## src/sv/ptb_pkg.sv

```systemverilog
// ----------------------------------------------------------------------------
// ptb_pkg
// Shared types, commands and status codes for the periodic/one-shot timer bank.
// ----------------------------------------------------------------------------
package ptb_pkg;

	localparam int NUM_SLOTS = 16;
	localparam int TICK_BITS = 48;
	localparam int SLOT_W    = (NUM_SLOTS > 1) ? $clog2(NUM_SLOTS) : 1;
	localparam int CNT_W     = $clog2(NUM_SLOTS + 1);

	typedef logic [SLOT_W-1:0]    slot_t;
	typedef logic [CNT_W-1:0]     cnt_t;
	typedef logic [TICK_BITS-1:0] tick_t;

	localparam logic [2:0] CMD_TICK    = 3'd0;
	localparam logic [2:0] CMD_CREATE  = 3'd1;
	localparam logic [2:0] CMD_START   = 3'd2;
	localparam logic [2:0] CMD_STOP    = 3'd3;
	localparam logic [2:0] CMD_DESTROY = 3'd4;

	localparam logic [2:0] STAT_DONE  = 3'd0;
	localparam logic [2:0] STAT_FIRED = 3'd1;
	localparam logic [2:0] STAT_NONE  = 3'd2;
	localparam logic [2:0] STAT_BUSY  = 3'd3;
	localparam logic [2:0] STAT_EMPTY = 3'd4;

	// one entry of the slot memory
	typedef struct packed {
		logic        periodic;
		logic [31:0] interval;
		tick_t       expiry;
		logic [31:0] count;
	} slot_rec_t;

endpackage

```

## src/sv/periodic_oneshot_timer_bank.sv

```systemverilog
// ----------------------------------------------------------------------------
// periodic_oneshot_timer_bank
// Table of timer slots kept in a synchronous memory; a tick scans all slots.
// ----------------------------------------------------------------------------
// Create, start, stop and destroy are handled in the idle state; the result is in
// the output register in the cycle after the command is accepted. A tick scans one
// slot per cycle through the slot memory's read port while the output side does
// not stall. Reset clears used/enable flags, the tick counter and all valid flags;
// the slot memory itself is not cleared.
module periodic_oneshot_timer_bank (
	input  logic        clk,
	input  logic        arst_n,
	input  logic        in_valid,
	output logic        in_stall,
	input  logic [2:0]  cmd,
	input  logic [3:0]  timer_slot,
	input  logic [31:0] interval_ticks,
	input  logic        is_periodic,
	output logic        out_valid,
	input  logic        out_stall,
	output logic [2:0]  status,
	output logic [3:0]  slot_index,
	output logic [31:0] times_fired,
	output logic        last_of_run
);

	localparam logic S_IDLE = 1'b0;
	localparam logic S_SCAN = 1'b1;

	logic state_q;

	logic [ptb_pkg::NUM_SLOTS-1:0] used_q;
	logic [ptb_pkg::NUM_SLOTS-1:0] enabled_q;

	ptb_pkg::tick_t tick_now_q;
	ptb_pkg::tick_t tick_old_q;

	ptb_pkg::slot_rec_t mem [ptb_pkg::NUM_SLOTS];

	ptb_pkg::cnt_t      rd_idx_q;
	logic               ev_valid_s2;
	ptb_pkg::slot_t     ev_idx_s2;
	ptb_pkg::slot_rec_t rd_data_s2;

	logic           pend_valid_q;
	ptb_pkg::slot_t pend_idx_q;
	logic [31:0]    pend_count_q;

	logic        out_valid_q;
	logic [2:0]  status_q;
	logic [3:0]  slot_index_q;
	logic [31:0] times_fired_q;
	logic        last_of_run_q;

	logic               in_fire;
	logic               out_free;
	logic               req_ok;
	ptb_pkg::slot_t     req_idx;
	logic               req_used;
	logic               scan_end;
	logic               fire2;
	logic               need_push;
	logic               adv;
	logic               rd_en;
	ptb_pkg::slot_t     rd_addr;
	logic               mem_we;
	ptb_pkg::slot_t     wr_addr;
	ptb_pkg::slot_rec_t wr_data;
	ptb_pkg::slot_rec_t fired_rec;
	logic               push;
	logic [2:0]         push_status;
	logic [3:0]         push_idx;
	logic [31:0]        push_count;
	logic               push_last;

	assign out_free = !out_valid_q || !out_stall;
	assign in_stall = (state_q != S_IDLE) || !out_free;
	assign in_fire  = in_valid && !in_stall;

	assign req_ok   = 32'(timer_slot) < 32'(ptb_pkg::NUM_SLOTS);
	assign req_idx  = ptb_pkg::slot_t'(timer_slot);
	assign req_used = req_ok && used_q[req_idx];

	// scan pipeline: read issued for rd_idx_q, data for ev_idx_s2 evaluated
	assign scan_end = (state_q == S_SCAN) && !ev_valid_s2
		&& (rd_idx_q == ptb_pkg::cnt_t'(ptb_pkg::NUM_SLOTS));
	assign fire2 = (state_q == S_SCAN) && ev_valid_s2 && used_q[ev_idx_s2]
		&& enabled_q[ev_idx_s2] && (rd_data_s2.expiry <= tick_old_q);
	// a new firing pushes the held one out, so its last flag is known
	assign need_push = (fire2 && pend_valid_q) || scan_end;
	assign adv       = !need_push || out_free;

	assign rd_en   = (state_q == S_SCAN) && adv
		&& (rd_idx_q < ptb_pkg::cnt_t'(ptb_pkg::NUM_SLOTS));
	assign rd_addr = rd_idx_q[ptb_pkg::SLOT_W-1:0];

	always_comb begin
		fired_rec = rd_data_s2;
		if (rd_data_s2.count != 32'hFFFF_FFFF) begin
			fired_rec.count = rd_data_s2.count + 32'd1;
		end
		if (rd_data_s2.periodic) begin
			fired_rec.expiry = tick_old_q + ptb_pkg::tick_t'(rd_data_s2.interval);
		end
	end

	always_comb begin
		mem_we  = 1'b0;
		wr_addr = req_idx;
		wr_data = '{periodic: is_periodic, interval: interval_ticks,
			expiry: '0, count: '0};
		if (state_q == S_SCAN) begin
			mem_we  = fire2 && adv;
			wr_addr = ev_idx_s2;
			wr_data = fired_rec;
		end else if (in_fire && cmd == ptb_pkg::CMD_CREATE && req_ok && !req_used) begin
			mem_we = 1'b1;
		end
	end

	always_comb begin
		push        = 1'b0;
		push_status = ptb_pkg::STAT_DONE;
		push_idx    = timer_slot;
		push_count  = '0;
		push_last   = 1'b1;
		if (state_q == S_IDLE) begin
			if (in_fire) begin
				unique case (cmd) inside
					ptb_pkg::CMD_CREATE: begin
						push        = 1'b1;
						push_status = req_used || !req_ok ? ptb_pkg::STAT_BUSY
							: ptb_pkg::STAT_DONE;
					end
					ptb_pkg::CMD_START, ptb_pkg::CMD_STOP, ptb_pkg::CMD_DESTROY: begin
						push        = 1'b1;
						push_status = req_used ? ptb_pkg::STAT_DONE : ptb_pkg::STAT_EMPTY;
					end
					default: push = 1'b0;
				endcase
			end
		end else if (need_push && out_free) begin
			push        = 1'b1;
			push_idx    = 4'(pend_idx_q);
			push_count  = pend_count_q;
			push_last   = scan_end;
			push_status = ptb_pkg::STAT_FIRED;
			if (!pend_valid_q) begin
				push_status = ptb_pkg::STAT_NONE;
				push_idx    = '0;
				push_count  = '0;
			end
		end
	end

	// control state
	always_ff @(posedge clk or negedge arst_n) begin
		if (!arst_n) begin
			state_q      <= S_IDLE;
			used_q       <= '0;
			enabled_q    <= '0;
			tick_now_q   <= '0;
			rd_idx_q     <= '0;
			ev_valid_s2  <= 1'b0;
			pend_valid_q <= 1'b0;
			out_valid_q  <= 1'b0;
		end else begin
			if (push) begin
				out_valid_q <= 1'b1;
			end else if (!out_stall) begin
				out_valid_q <= 1'b0;
			end
			if (state_q == S_IDLE) begin
				if (in_fire) begin
					unique case (cmd)
						ptb_pkg::CMD_TICK: begin
							tick_now_q <= tick_now_q + ptb_pkg::tick_t'(1);
							rd_idx_q   <= '0;
							state_q    <= S_SCAN;
						end
						ptb_pkg::CMD_CREATE: begin
							if (req_ok && !req_used) begin
								used_q[req_idx]    <= 1'b1;
								enabled_q[req_idx] <= 1'b0;
							end
						end
						ptb_pkg::CMD_START: begin
							if (req_used) enabled_q[req_idx] <= 1'b1;
						end
						ptb_pkg::CMD_STOP: begin
							if (req_used) enabled_q[req_idx] <= 1'b0;
						end
						ptb_pkg::CMD_DESTROY: begin
							if (req_used) begin
								used_q[req_idx]    <= 1'b0;
								enabled_q[req_idx] <= 1'b0;
							end
						end
						default: state_q <= S_IDLE;
					endcase
				end
			end else if (adv) begin
				ev_valid_s2 <= rd_en;
				if (rd_en) begin
					rd_idx_q <= rd_idx_q + ptb_pkg::cnt_t'(1);
				end
				if (fire2) begin
					pend_valid_q <= 1'b1;
					if (!rd_data_s2.periodic) begin
						enabled_q[ev_idx_s2] <= 1'b0;
					end
				end
				if (scan_end) begin
					pend_valid_q <= 1'b0;
					state_q      <= S_IDLE;
				end
			end
		end
	end

	// payload registers
	always_ff @(posedge clk) begin
		if (in_fire && cmd == ptb_pkg::CMD_TICK) begin
			tick_old_q <= tick_now_q;
		end
		if (state_q == S_SCAN && adv) begin
			ev_idx_s2 <= rd_addr;
			if (fire2) begin
				pend_idx_q   <= ev_idx_s2;
				pend_count_q <= fired_rec.count;
			end
		end
		if (push) begin
			status_q      <= push_status;
			slot_index_q  <= push_idx;
			times_fired_q <= push_count;
			last_of_run_q <= push_last;
		end
	end

	// slot memory with a registered read port; read data holds while the scan waits
	always_ff @(posedge clk) begin
		if (mem_we) begin
			mem[wr_addr] <= wr_data;
		end
		if (rd_en) begin
			rd_data_s2 <= mem[rd_addr];
		end
	end

	assign out_valid   = out_valid_q;
	assign status      = status_q;
	assign slot_index  = slot_index_q;
	assign times_fired = times_fired_q;
	assign last_of_run = last_of_run_q;

	a_idle_no_pending: assert property (@(posedge clk) disable iff (!arst_n)
		state_q == S_IDLE |-> !pend_valid_q && !ev_valid_s2)
		else $error("held firing or scan data outside a tick scan");

	a_tick_starts_scan: assert property (@(posedge clk) disable iff (!arst_n)
		in_fire && cmd == ptb_pkg::CMD_TICK |=> state_q == S_SCAN && rd_idx_q == '0)
		else $error("tick did not start a scan at slot zero");

	a_no_rw_collision: assert property (@(posedge clk) disable iff (!arst_n)
		mem_we && rd_en |-> wr_addr != rd_addr)
		else $error("slot memory read and written at the same entry");

	a_push_needs_room: assert property (@(posedge clk) disable iff (!arst_n)
		push |-> out_free)
		else $error("result pushed into an occupied output register");

	a_scan_end_result: assert property (@(posedge clk) disable iff (!arst_n)
		state_q == S_SCAN && scan_end && out_free |=> out_valid_q && last_of_run_q)
		else $error("scan ended without a final result");

endmodule

```

## config.mk

```make
export PLATFORM = sky130hd
export DESIGN_NAME = periodic_oneshot_timer_bank
export DESIGN_NICKNAME = d
export VERILOG_FILES = /design/src/sv/ptb_pkg.sv /design/src/sv/periodic_oneshot_timer_bank.sv
export SDC_FILE = /design/constraint.sdc
export NUM_CORES = 2
export LEC_CHECK = 0
export BUFFER_PORTS_ARGS = -buffer_cell sky130_fd_sc_hd__buf_2
export CORE_MARGIN = 8
export CORE_UTILIZATION = 50
export DETAILED_ROUTE_END_ITERATION = 12
export PLACE_DENSITY = 0.65
export SYNTH_ARGS = -nofsm -noshare
export SYNTH_HDL_FRONTEND = slang
export SYNTH_SLANG_ARGS = --single-unit
```

## constraint.sdc

```tcl
create_clock -name clk -period 10.45 [get_ports clk]
set_input_delay 1.045 -clock clk [delete_from_list [all_inputs] [get_ports clk]]
set_output_delay 1.045 -clock clk [all_outputs]
set_load 0.02 [all_outputs]
```

* After elaboration in Yosys (flattened, before gate mapping)
Memories as Yosys holds them, arrays and structs flattened. A register that Yosys moved wholly into a read port is not among the register bits. Cells that the tools add are included.
Word-level totals: register bits 217, bits in writable memories 1808, input bits 44, word-level logic and storage cells 155, memories kept 1
Memories:
- mem | words 16, bits a word 113, rd ports 1, clocked after memory_dff 1, write ports 1, line periodic_oneshot_timer_bank.sv:38 | ptb_pkg::slot_rec_t mem [ptb_pkg::NUM_SLOTS];
Operators by class: add/subtract/negate cells 4, $lt $le $gt $ge 6, equal/unequal tests 16, mux-type cells 58, bitwise gates (word level) 8, reductions and logical operators 46
Operators by type and width (number):
- 2-to-1 mux 16 bit | 10
- 2-to-1 mux 113 bit | 1
- adder 48 x 1 -> 48 bit (second input constant) | 1
- adder 48 x 32 -> 48 bit | 1
- bitwise AND 16 bit | 3
- less-or-equal comparator 48 bit | 1
- 2-to-1 mux 48 bit | 1
- one-hot mux 16 bit (3 select lines) | 1
- adder 32 x 1 -> 32 bit (second input constant) | 1
- 2-to-1 mux 32 bit | 1
- != test 32 bit (second input constant) | 1
- inverter 16 bit | 2
- OR 16 bit | 2
- one-hot mux 16 bit (2 select lines) | 1
- 2-to-1 mux 5 bit | 5
- 2-to-1 mux 1 bit | 22
- logical AND 1 bit | 17
- 2-to-1 mux 4 bit | 4
- binary-select mux 1 bit (select 4 bit) | 3
- less-than comparator 4 x 5 -> 1 bit (second input constant) | 2
- 2-to-1 mux 3 bit | 3
- AND reduction 3 bit | 3
- demux 1 bit (select 4 bit) | 2
- >= comparator 4 x 1 -> 1 bit (second input constant) | 2
- other kinds (25) | 48

* Longest topological paths before layout
depth in word-level cells 14, depth in mapped cells 16, mapped depth without buffers 12

* Worst setup path after synthesis
OpenSTA, ideal clock, no wires.
path type reg2reg, from register rd_idx_q[0], to memory mem[11][0] (netlist bit) (enable), setup time 587 ps, arrival 7417 ps, required time 9863 ps, path slack 2446 ps, stages on the path, launching flop included 14, buffers on the path 5, clock period less this slack 8004 ps, path through dfrtp_1 -> clkbuf_1 -> clkbuf_1 -> buf_2 -> buf_1 -> inv_1 -> ha_1 -> nand3_1 -> or3_1 -> clkbuf_1 -> a21oi_1 -> o21ai_0 -> nand2_1 -> nor2_1
On the way: word-level cells in the longest chain between the ends 9
Ends and longest elaborated chain:
- from (decl) | line periodic_oneshot_timer_bank.sv:40 | ptb_pkg::cnt_t rd_idx_q;
- from (signal assigned) | line periodic_oneshot_timer_bank.sv:205 | rd_idx_q <= rd_idx_q + ptb_pkg::cnt_t'(1);
- == test 5 bit | line periodic_oneshot_timer_bank.sv:86 | && (rd_idx_q == ptb_pkg::cnt_t'(ptb_pkg::NUM_SLOTS));
- logical AND 1 bit | line periodic_oneshot_timer_bank.sv:86
- logical OR 1 bit | line periodic_oneshot_timer_bank.sv:90 | assign need_push = (fire2 && pend_valid_q) || scan_end;
- zero test 1 bit | line periodic_oneshot_timer_bank.sv:91 | assign adv = !need_push || out_free;
- logical OR 1 bit | line periodic_oneshot_timer_bank.sv:91
- logical AND 1 bit | line periodic_oneshot_timer_bank.sv:113 | mem_we = fire2 && adv;
- 2-to-1 mux 1 bit | line periodic_oneshot_timer_bank.sv:112 | if (state_q == S_SCAN) begin
- 2-to-1 mux 1 bit | line periodic_oneshot_timer_bank.sv:243 | if (mem_we) begin
- 2-to-1 mux 1 bit (not written as such) | line periodic_oneshot_timer_bank.sv:244 | mem[wr_addr] <= wr_data;
- to (decl) | line periodic_oneshot_timer_bank.sv:38
Every way passes these cells.

* Final worst setup path
from register tick_old_q[44], to memory mem[4][9] (netlist bit) (enable)
On the way: word-level cells in the longest chain between the ends 10
Ends and longest elaborated chain:
- from (decl) | line periodic_oneshot_timer_bank.sv:36 | ptb_pkg::tick_t tick_old_q;
- from (signal assigned) | line periodic_oneshot_timer_bank.sv:224 | tick_old_q <= tick_now_q;
- less-or-equal comparator 48 bit (*) | line periodic_oneshot_timer_bank.sv:88 | && enabled_q[ev_idx_s2] && (rd_data_s2.expiry <= tick_old_q);
- logical AND 1 bit (*) | line periodic_oneshot_timer_bank.sv:88
- logical AND 1 bit | line periodic_oneshot_timer_bank.sv:90
- logical OR 1 bit | line periodic_oneshot_timer_bank.sv:90
- zero test 1 bit | line periodic_oneshot_timer_bank.sv:91
- logical OR 1 bit | line periodic_oneshot_timer_bank.sv:91
- logical AND 1 bit (*) | line periodic_oneshot_timer_bank.sv:113
- 2-to-1 mux 1 bit (*) | line periodic_oneshot_timer_bank.sv:112
- 2-to-1 mux 1 bit (*) | line periodic_oneshot_timer_bank.sv:243
- 2-to-1 mux 1 bit (not written as such) (*) | line periodic_oneshot_timer_bank.sv:244
Every way passes the cells marked *; elsewhere a longest branch is shown, timed or not.

==> results.tsv <==
metric	value	unit
setup_viol	0	
crit_fanout	51	
relSlewSlack	3.64	%
synth.distinct_cells	67	
async_flop_share	4.16	%
p_per_area	284	nW/um2
tritoncts	yes	
grt_pass1_vias	42700	
swShare	31.0	%
drt_first_pass_iters	6	
path_clk_slew	0.06	ns
syn_area	85300	um2
drv_slew	0	
hold_buffers	0	
grt_first_pass_wirelength	293	mm
wire_per_inst	28.7	um
initial_core_util	50.3	%
yosys.area_share.xor_xnor	1.23	%
synth.area.top_cells	edfxtp_1, mux4_2, dfrtp_1, ha_1, nand2_1	
yosysTopAreaCell	edfxtp_1	
p_clk_share	27.8	%
worstSkewPairLatency	0.85	ns
wirelength	198	mm
p_switching	8.42	mW
reg2reg_slack	3.90	ns
ir_worst_vdd	0.184	mV
fin_skew	0.0325	ns
setup_tns	0	ns
cap_violations	0	
ys.flop_type	edfxtp_1	
drc_errors	0	
min_period_over_period	62.7	%
min_path_type	input pin to async pin	
cp.required	10.90	ns
startpoint_type	register	
worstSetupPathType	register to register	
end_kind	register	
dp_cells	6499	
worst_pin_slew	1.45	ns
std_cell_rows	151	
grt_max_degree	117	
synth_top_area_share	72.1	%
grt_util_all_layers	21.3	%
cts_htree_levels	4	
drive_gt1_share	22.9	%
die_w	429	um
p_int	18.7	mW
vias	42300	
final_cells	6899	
ioPinCount	86	
synth-simple-area-share	3.97	%
viasPerCell	6.13	
p_comb_share	27.6	%
synthCells	4320	
clockBufferDepth	3	
dp_hpwl	108	mm
post_cts_buffers	0	
synth_edf_count	2049	
place.port_buffers	85	
syn_to_final_growth	12.0	%
dieArea	184000	um2
cts_buffers	211	
gp_congestion	0.832	
nets	4624	
leakage	31.1	nW
synth_compound_area_share	3.04	%
synth_seq_cells	2138	
core_area	169000	um2
synthMuxAreaShare	14.5	%
cts-resized-gates	0	
max_freq	0.153	GHz
crit_arrival	7.00	ns
avgSynthCellArea	19.7	um2
fin_crit	6.55	ns
overflow	0	
synth.yosys.warnings	0	
rsz0062_at_grt	no	
hold_ws	0.140	ns
status	completed	
fp.dieH	429	um
fin_util	56.4	%
hold_violations	0	
numClockSinks	2138	
ant_nets	0	
syn_nets	4449	
synth_fa_ha_area_share	1.26	%
drtIter0Drc	4760	
antenna_found_initial	6	
p_seq_share	44.6	%
seq_area_frac_synth	74.7	%
ctsRootBufferMaster	clkbuf_16	
synth_top_family_by_area	multiplexers	
==> cells in the mapped netlist (all sizes together) (28+ instances only) <==
master / number
xnor2: 77
inv: 78
mux2: 35
xor2: 43
buf: 63
nand4: 35
a31oi: 98
a21oi: 75
dfrtp: 89
a21o: 29
mux2i: 28
clkbuf: 143
ha: 84
and2: 70
edfxtp: 2049
a211oi: 63
nor2b: 66
nor2: 152
nand3: 60
nand2: 234
mux4: 518
o21ai: 96
==> routing by layer <==
metal  track usage, %  vias to the layer above  wire length [um]
li1                 -                    17900                 -
met3             4.23                      248             15600
met2             33.3                     1633             93000
met1             31.1                    22400             85000
met4             5.56                        0              4490
met5                0                        -                 0
==> cells by family (layout without fill, tap and decap cells) <==
| family | count (synthesis) | count (layout) |
|---|---|---|
| AOI/OAI and AO/OA | 408 | 408 |
| and+or+nand+nor | 703 | 703 |
| other | 0 | 2 |
| buffers and inverters | 285 | 644 |
| xor gates and xnor gates | 120 | 120 |
| DFF | 2138 | 2138 |
| adders and majority gates | 85 | 85 |
| muxes | 581 | 581 |
==> flip-flops by register name, summed over array words and instances, names as in the netlist, 4 cells and up, named ones only <==
register,cells
mem,1808
rd_data_s2,80
tick_now_q,48
tick_old_q,48
fired_rec,33
pend_count_q,32
times_fired,32
rd_idx_q,5
ev_idx_s2,4
pend_idx_q,4
slot_index,4
==> cells in the final DEF, fill, tap and decap left out, drive strengths merged, types with 6 or more instances in the layout <==
master  count
nor4        7
edfxtp   2049
nor2      152
nand3      60
and2       70
o21ai      96
and4        6
dfrtp      89
nor3       19
nand2b     11
a21o       29
and3       25
buf       168
a211oi     63
mux2       35
o211ai     11
or3         8
nand4      35
clkinv     89
a31oi      98
xnor2      77
clkbuf    271
bufinv     22
nor2b      66
a21oi      75
inv        89
xor2       43
nand2     234
ha         84
mux4      518
mux2i      28
==> critical path, stage by stage (launching register included) <==
cell      delay, ns
edfxtp_1       0.37
inv_1          0.07
ha_1           0.28
nand4_1        0.20
nor4_1         0.97
and3_1         0.39
nand2_1        0.10
o211ai_1       0.21
o211ai_1       0.46
o21ai_0        0.72
nand2_1        0.43
nor2_4         0.94
buf_4          0.94
==> power groups by stage <==
stage	combinational, mW	sequential [mW]	clock (mW)
after global placement	7.41	12.3	0
after global routing	8.08	12.1	8.01
after detailed placement	7.51	12.3	0
after floorplan	5.17	12.0	0
final	7.49	12.1	7.55
after CTS	7.54	12.1	7.69
==> metrics by stage <==
stage	total power [mW]	area, um2	worst slack [ns]
after floorplan	17.1	85300	2.45
after global placement	19.7	88600	4.10
after detailed placement	19.8	88600	3.91
after CTS	27.3	95600	3.88
after global routing	28.2	95600	3.46
final	27.1	95600	3.90
==> path summary, 6_finish.rpt <==
path                           startpoint        endpoint  depth (start not counted)
min reg2reg                tick_now_q[34]  tick_now_q[34]                          1
min in group clk           tick_now_q[34]  tick_now_q[34]                          1
max                        tick_old_q[44]       mem[4][9]                         12
max reg2reg                tick_old_q[44]       mem[4][9]                         12
min                                arst_n       async pin                          1
max in group asynchronous          arst_n     rd_idx_q[0]                          2
==> area by class of cell <==
type / instances / area (um2)
Inverter: 79 / 299
Sequential cell: 2138 / 63800
Clock inverter: 126 / 1310
Antenna cell: 2 / 5.00
Clock buffer: 271 / 5610
Fill cell: 12400 / 73900
Multi-Input combinational cell: 1897 / 20600
Tap cell: 2218 / 2780
Timing Repair Buffer: 168 / 1190
(Power assumes the default switching activity.)
